**src/hw/rtl/nmea_pkg.sv**
```systemverilog
package nmea_pkg;

   // Special characters
   localparam logic [7:0] CH_START = 8'h24;   // '$'
   localparam logic [7:0] CH_STAR  = 8'h2A;   // '*'

   localparam int unsigned TYPE_LEN = 5;
   localparam int unsigned DIGITS   = 2;

   localparam logic [2:0] TYPE_LAST  = 3'(TYPE_LEN - 1);
   localparam logic [1:0] DIGIT_LAST = 2'(DIGITS - 1);

   // Default accepted sentence type, first character in the top byte
   localparam logic [39:0] TYPE_RESET = 40'h4750474741;

   typedef enum logic [2:0] {
      PH_WAIT   = 3'd0,
      PH_TYPE   = 3'd1,
      PH_DATA   = 3'd2,
      PH_DIGITS = 3'd3,
      PH_ACCEPT = 3'd4
   } phase_type;

   // Decoded hex digit: valid flag plus nibble
   typedef struct packed {
      logic       valid;
      logic [3:0] nibble;
   } hex_type;

   // Result word fields
   typedef struct packed {
      logic [7:0] payload_length;
      logic [7:0] received_checksum;
      logic [7:0] computed_checksum;
      logic       sentence_ok;
   } result_type;

   function automatic hex_type hex_decode(input logic [7:0] c);
      hex_type h;
      h.valid  = 1'b1;
      h.nibble = 4'd0;
      if (c >= 8'h30 && c <= 8'h39) begin
         h.nibble = c[3:0];
      end else if ((c >= 8'h41 && c <= 8'h46) || (c >= 8'h61 && c <= 8'h66)) begin
         h.nibble = c[3:0] + 4'd9;
      end else begin
         h.valid = 1'b0;
      end
      return h;
   endfunction

endpackage

```
**src/hw/rtl/nmea_sentence_checker_unit.sv**
```systemverilog
// NMEA sentence checker.
// Input channel req_*: one received ASCII character per word. Result channel
// rsp_*: exactly one result word per character, in order, giving the
// sentence_ok flag, the running XOR checksum, the parsed checksum and the
// payload length after that character.
// csr_we/csr_wdata write the five-character accepted sentence type (first
// character in bits 39:32); write it only while no characters are in flight.
// Pipeline: an input register, then the parser update into the result
// register. A character accepted into the input register is loaded into the
// result register once the output is free. Throughput is one character per
// cycle while the receiver takes the results; a receiver stall holds it.
// Reset (synchronous, active high) empties both registers, sets the parser to
// wait for '$' and restores the sentence type to GPGGA.
// When the receiver stalls, the result word holds, the input register fills,
// and req_tready drops until the result is taken.
module nmea_sentence_checker_unit
   import nmea_pkg::*;
(
   input  logic        clock,
   input  logic        reset,
   input  logic        csr_we,
   input  logic [39:0] csr_wdata,
   input  logic        req_tvalid,
   output logic        req_tready,
   input  logic [7:0]  req_tdata,    // [7:0] char_in
   output logic        rsp_tvalid,
   input  logic        rsp_tready,
   output logic [31:0] rsp_tdata     // [0] sentence_ok, [8:1] computed_checksum,
                                     // [16:9] received_checksum,
                                     // [24:17] payload_length, [31:25] zero
);

   logic [39:0] type_ff;
   logic        in_valid_ff, in_valid_in;
   logic [7:0]  in_char_ff;
   logic        out_valid_ff, out_valid_in;
   result_type  out_data_ff, out_data_in;

   phase_type   phase_ff, phase_in;
   logic [2:0]  type_count_ff, type_count_in;
   logic        type_match_ff, type_match_in;
   logic [7:0]  xor_ff, xor_in;
   logic [1:0]  digit_count_ff, digit_count_in;
   logic [7:0]  check_ff, check_in;
   logic [7:0]  length_ff, length_in;

   logic        advance;
   logic        req_take;
   logic [7:0]  want;
   logic        match_next;
   hex_type     hex;
   logic [7:0]  check_shift;

   // Handshake: move the input word on whenever the result slot is free
   assign advance     = in_valid_ff && (!out_valid_ff || rsp_tready);
   assign req_tready  = !in_valid_ff || advance;
   assign req_take    = req_tvalid && req_tready;
   assign in_valid_in = req_take || (in_valid_ff && !advance);
   assign out_valid_in = advance || (out_valid_ff && !rsp_tready);

   assign rsp_tvalid = out_valid_ff;
   assign rsp_tdata  = {7'd0, out_data_ff};

   // Pick the expected type character
   always_comb begin
      case (type_count_ff)
         3'd0:    want = type_ff[39:32];
         3'd1:    want = type_ff[31:24];
         3'd2:    want = type_ff[23:16];
         3'd3:    want = type_ff[15:8];
         default: want = type_ff[7:0];
      endcase
   end

   assign hex         = hex_decode(in_char_ff);
   assign check_shift = {check_ff[3:0], 4'd0};
   assign match_next  = type_match_ff && (in_char_ff == want);

   // Parser update for the character in the input register
   always_comb begin
      phase_in       = phase_ff;
      type_count_in  = type_count_ff;
      type_match_in  = type_match_ff;
      xor_in         = xor_ff;
      digit_count_in = digit_count_ff;
      check_in       = check_ff;
      length_in      = length_ff;
      out_data_in.sentence_ok = 1'b0;
      if (in_char_ff == CH_START) begin
         phase_in       = PH_TYPE;
         type_count_in  = 3'd0;
         type_match_in  = 1'b1;
         xor_in         = 8'd0;
         digit_count_in = 2'd0;
         check_in       = 8'd0;
         length_in      = 8'd0;
      end else begin
         case (phase_ff)
            PH_TYPE: begin
               type_match_in = match_next;
               xor_in        = xor_ff ^ in_char_ff;
               if (length_ff != 8'hFF) length_in = length_ff + 8'd1;
               type_count_in = type_count_ff + 3'd1;
               if (type_count_ff >= TYPE_LAST)
                  phase_in = match_next ? PH_DATA : PH_WAIT;
            end
            PH_DATA: begin
               if (in_char_ff == CH_STAR) begin
                  phase_in = PH_DIGITS;
               end else begin
                  xor_in = xor_ff ^ in_char_ff;
                  if (length_ff != 8'hFF) length_in = length_ff + 8'd1;
               end
            end
            PH_DIGITS: begin
               if (in_char_ff != CH_STAR) begin
                  digit_count_in = digit_count_ff + 2'd1;
                  if (!hex.valid) begin
                     check_in = check_shift;
                     phase_in = PH_WAIT;
                  end else begin
                     check_in = check_shift | {4'd0, hex.nibble};
                     if (digit_count_ff >= DIGIT_LAST)
                        phase_in = ((check_shift | {4'd0, hex.nibble}) == xor_ff)
                                   ? PH_ACCEPT : PH_WAIT;
                  end
               end
            end
            PH_ACCEPT: out_data_in.sentence_ok = 1'b1;
            default: ;
         endcase
      end
      out_data_in.computed_checksum = xor_in;
      out_data_in.received_checksum = check_in;
      out_data_in.payload_length    = length_in;
   end

   // Control and parser state
   always_ff @(posedge clock) begin
      if (reset) begin
         type_ff        <= TYPE_RESET;
         in_valid_ff    <= 1'b0;
         out_valid_ff   <= 1'b0;
         phase_ff       <= PH_WAIT;
         type_count_ff  <= 3'd0;
         type_match_ff  <= 1'b1;
         xor_ff         <= 8'd0;
         digit_count_ff <= 2'd0;
         check_ff       <= 8'd0;
         length_ff      <= 8'd0;
      end else begin
         if (csr_we) type_ff <= csr_wdata;
         in_valid_ff  <= in_valid_in;
         out_valid_ff <= out_valid_in;
         if (advance) begin
            phase_ff       <= phase_in;
            type_count_ff  <= type_count_in;
            type_match_ff  <= type_match_in;
            xor_ff         <= xor_in;
            digit_count_ff <= digit_count_in;
            check_ff       <= check_in;
            length_ff      <= length_in;
         end
      end
   end

   // Payload registers
   always_ff @(posedge clock) begin
      if (req_take) in_char_ff  <= req_tdata;
      if (advance)  out_data_ff <= out_data_in;
   end

`ifndef NO_ASSERTIONS
   a_ok_in_accept: assert property (@(posedge clock) disable iff (reset)
      out_valid_ff && out_data_ff.sentence_ok |-> phase_ff == PH_ACCEPT)
      else $error("sentence_ok reported outside accepting phase");

   a_type_count: assert property (@(posedge clock) disable iff (reset)
      type_count_ff <= 3'(TYPE_LEN))
      else $error("type count overran");

   a_digit_count: assert property (@(posedge clock) disable iff (reset)
      digit_count_ff <= 2'(DIGITS))
      else $error("digit count overran");

   a_data_matched: assert property (@(posedge clock) disable iff (reset)
      phase_ff == PH_DATA || phase_ff == PH_DIGITS |-> type_match_ff)
      else $error("data phase entered without type match");

   a_start_clears: assert property (@(posedge clock) disable iff (reset)
      advance && in_char_ff == CH_START |=>
         length_ff == 8'd0 && xor_ff == 8'd0 && phase_ff == PH_TYPE)
      else $error("start character did not restart parsing");
`endif

endmodule

```
**config.mk**
```make
export PLATFORM = sky130hd
export DESIGN_NAME = nmea_sentence_checker_unit
export DESIGN_NICKNAME = d
export VERILOG_FILES = /design/src/hw/rtl/nmea_pkg.sv /design/src/hw/rtl/nmea_sentence_checker_unit.sv
export SDC_FILE = /design/constraint.sdc
export NUM_CORES = 1
export LEC_CHECK = 0
export ABC_AREA = 1
export BUFFER_PORTS_ARGS = -buffer_cell sky130_fd_sc_hd__buf_4
export CAP_MARGIN = 20
export CORE_UTILIZATION = 30
export DETAILED_ROUTE_END_ITERATION = 10
export PLACE_DENSITY = 0.56
export SETUP_SLACK_MARGIN = 0.02
export SLEW_MARGIN = 0
export SYNTH_ARGS = -nofsm -noshare
export SYNTH_HDL_FRONTEND = slang
export SYNTH_SLANG_ARGS = --single-unit
```
**constraint.sdc**
```tcl
create_clock -name clock -period 2.02 [get_ports clock]
set_input_delay 0.404 -clock clock [delete_from_list [all_inputs] [get_ports clock]]
set_output_delay 0.404 -clock clock [all_outputs]
set_load 0.1 [all_outputs]
```
==> results.toml <==
[run_status]
status = "finished clean"

[power_and_ir_drop]
leakage_nw = 3.09
p_total_mw = 4.93
vdd_drop_max_uv = 402
power.density_mw_per_mm2 = 729

[yosys]
synthFlopType = "dfxtp_1"
syn_area_mm2 = 0.00536
post-synth-top-area-fraction = 0.280
ys_seq_elements = 108
synth.area.top_cells = "dfxtp_1 (28%), edfxtp_1 (18%), nand2_1 (10%)"
async_reset_ff_frac = 0
syn_inst = 709
synth_warnings = 0
yosysTopAreaCell = "dfxtp_1"
synth-edff-count = 33
ys_types = 40
synth_area_per_cell_um2 = 7.56
ys_seq_area_frac = 0.465

[routing]
viasPerCell = 4.59
wl_um = 13400
routed-via-count = 4720
drc = 0
routedWlPerCell_um = 13.0
drt_iter0_drc = 280
ant_nets = 0
first_pass_iters = 5

[layout]
syn_to_final_growth_pct = 26.2
antenna_cells = 0
fin_util = 0.390
layout-drive-gt1-share = 0.223
seqCellArea_mm2 = 0.00250
fillers = 1815
fin_cells = 1028
nNetsFinal = 863
mostFrequentLayoutCells = "nand2_1 (141), buf_4 (103), nor2_1 (95), dfxtp_1 (71), nand3_1 (64)"
multiInputGateArea_mm2 = 0.00256
final_common_cell = "nand2_1"

[sta]
setup_viol = 0
hold_violations = 0
setup_tns_ns = 0
hold_slack_ns = 0.230
drv_slew = 0
fin_crit_ns = 1.95
post-route-period-util = 0.963
finalClockSkew_ns = 0.0141
fmax_ghz = 0.514
rsz0062_at_grt = "true"

[grt]
use_met1 = 0.207
first_global_vias = 4466
grt_max_degree = 66
grt.total_usage = 0.153
grtUsageMet2 = 0.234
busiest_layer = "met2"
use_met3 = 0.0393
grt_pass1_wl_um = 22000
antenna_found_initial = 0
overflow = 0

[setup_path]
worstPathArrival_ns = 2.24
r2r_slack_ns = 0.07
r2r_end = "phase_ff[2]"
critical_path_peak_fanout = 9
rr_worst_depth = 12
start_kind = "flop"
reg2reg_from = "in_char_ff[1]"
setup.worst_path.end_class = "flop"
path_class = "reg2reg"
cp_data_required_time_ns = 2.32

[worst_hold_path]
holdPathStages = 1
holdCritStartpoint = "req_tdata[4]"
min_to = "in_char_ff[4]"
hp-class = "in2reg"

[cts]
clkSlewWorstSetupHoldPaths_ns = 0.08
cts_buffers = 9
cts_hold_buffers = 0
cts_tree = "done"
cts-root-buf = "clkbuf_16"
clock_path_buffers = 2
cts_sinks = 108
clk_latency_ns = 0.36
htreeDepth = 3

[job]
cap_violations = 0

[place]
gp_congestion = 0.832
dp_cells = 1005
port_buffers = 79
place_hpwl_um = 9570

[floorplanning]
die-area_mm2 = 0.0184
ios = 87
row_count = 48
core_area_mm2 = 0.0174
fp.dieW_um = 136
die_h_um = 136
start_util = 0.309
## routing by layer
| layer | part of all wire | vias to the layer above |
|---|---|---|
| met5 | 0 | - |
| met4 | 0.012 | 0 |
| met3 | 0.046 | 15 |
| met2 | 0.45 | 91 |
| met1 | 0.49 | 2133 |
| li1 | - | 2481 |
## worst max path at each step
stage                                start  slack [ns]          end  cells past startpoint
after floorplan           type_count_ff[2]        0.12  phase_ff[1]                     16
after global placement       in_char_ff[1]       -0.03  phase_ff[2]                     11
after detailed placement     in_char_ff[1]       -0.02  phase_ff[2]                     11
after CTS                    in_char_ff[0]        0.04  check_ff[7]                     11
after global routing         in_char_ff[1]       -0.08  phase_ff[2]                     12
final                        in_char_ff[1]        0.07  phase_ff[2]                     12
## registers in the layout (all words and copies together), names as in the netlist, 2 cells and up
signal and flops:
type_ff 40, digit_count_ff 2, in_char_ff 8, xor_ff 8, phase_ff 3, rsp_tdata 25
length_ff 8, check_ff 8, type_count_ff 3
## final cells by class
| cell class | instances | share of cell area |
|---|---|---|
| multi-input cells | 494 | 0.378 |
| clock buffers | 10 | 0.0339 |
| flip-flops and latches | 108 | 0.370 |
| repair buffers | 107 | 0.125 |
| clock inverters | 6 | 0.00703 |
| well taps | 225 | 0.0416 |
| inverters | 78 | 0.0444 |
## per-stage QoR
stage	area (um^2)	setup WS [ns]
2_1_floorplan	5400	0.115
3_3_place_gp	6290	-0.0292
3_5_place_dp	6290	-0.0172
4_1_cts	6570	0.0376
5_1_grt	6760	-0.0755
6_report	6760	0.0748
## what timing repair did
item | in CTS | in global routing
resized for setup | 2 | 43
setup buffers | 0 | 7
pin swaps | 0 | 6
endpoints found under the setup margin | 8 | 34
## power by group
part / internal (mW) / switching, mW / total [mW]
sequential: 2.36 / 0.0842 / 2.45
combinational: 0.255 / 0.545 / 0.800
clock: 0.850 / 0.833 / 1.68
total: 3.47 / 1.46 / 4.93
## critical path, cell delays in order (launching register included)
cell and delay, ns:
edfxtp_1 0.44, inv_2 0.13, ha_1 0.17, nand3_2 0.09
nor2_4 0.19, buf_6 0.16, a21oi_1 0.04, nor2_1 0.18
buf_4 0.14, nand3_1 0.07, nor2_1 0.10, nand2_1 0.06
a21oi_1 0.11
## cell usage after synthesis, types with 4 or more instances
| master | number |
|---|---|
| clkbuf_1 | 22 |
| dfxtp_1 | 75 |
| edfxtp_1 | 33 |
| buf_4 | 7 |
| nand2_1 | 144 |
| o211ai_1 | 6 |
| ha_1 | 12 |
| a211oi_1 | 6 |
| o21ai_0 | 65 |
| xnor2_1 | 5 |
| o21bai_1 | 4 |
| nand3_1 | 67 |
| a21oi_1 | 36 |
| or3_1 | 4 |
| inv_1 | 69 |
| xor2_1 | 5 |
| nor2_1 | 100 |
| or2_2 | 6 |
| inv_2 | 7 |
## cell families after synthesis
logic type	Yosys count	share of synthesized area
AO/OA/AOI/OAI	123	0.126
buffers and inverters	113	0.0878
XOR/XNOR	10	0.0163
other	1	0.000700
flip-flops	108	0.465
adder cells (fa/ha/maj)	12	0.0280
AND/OR/NAND/NOR	342	0.276
(Power assumes the default switching activity.)
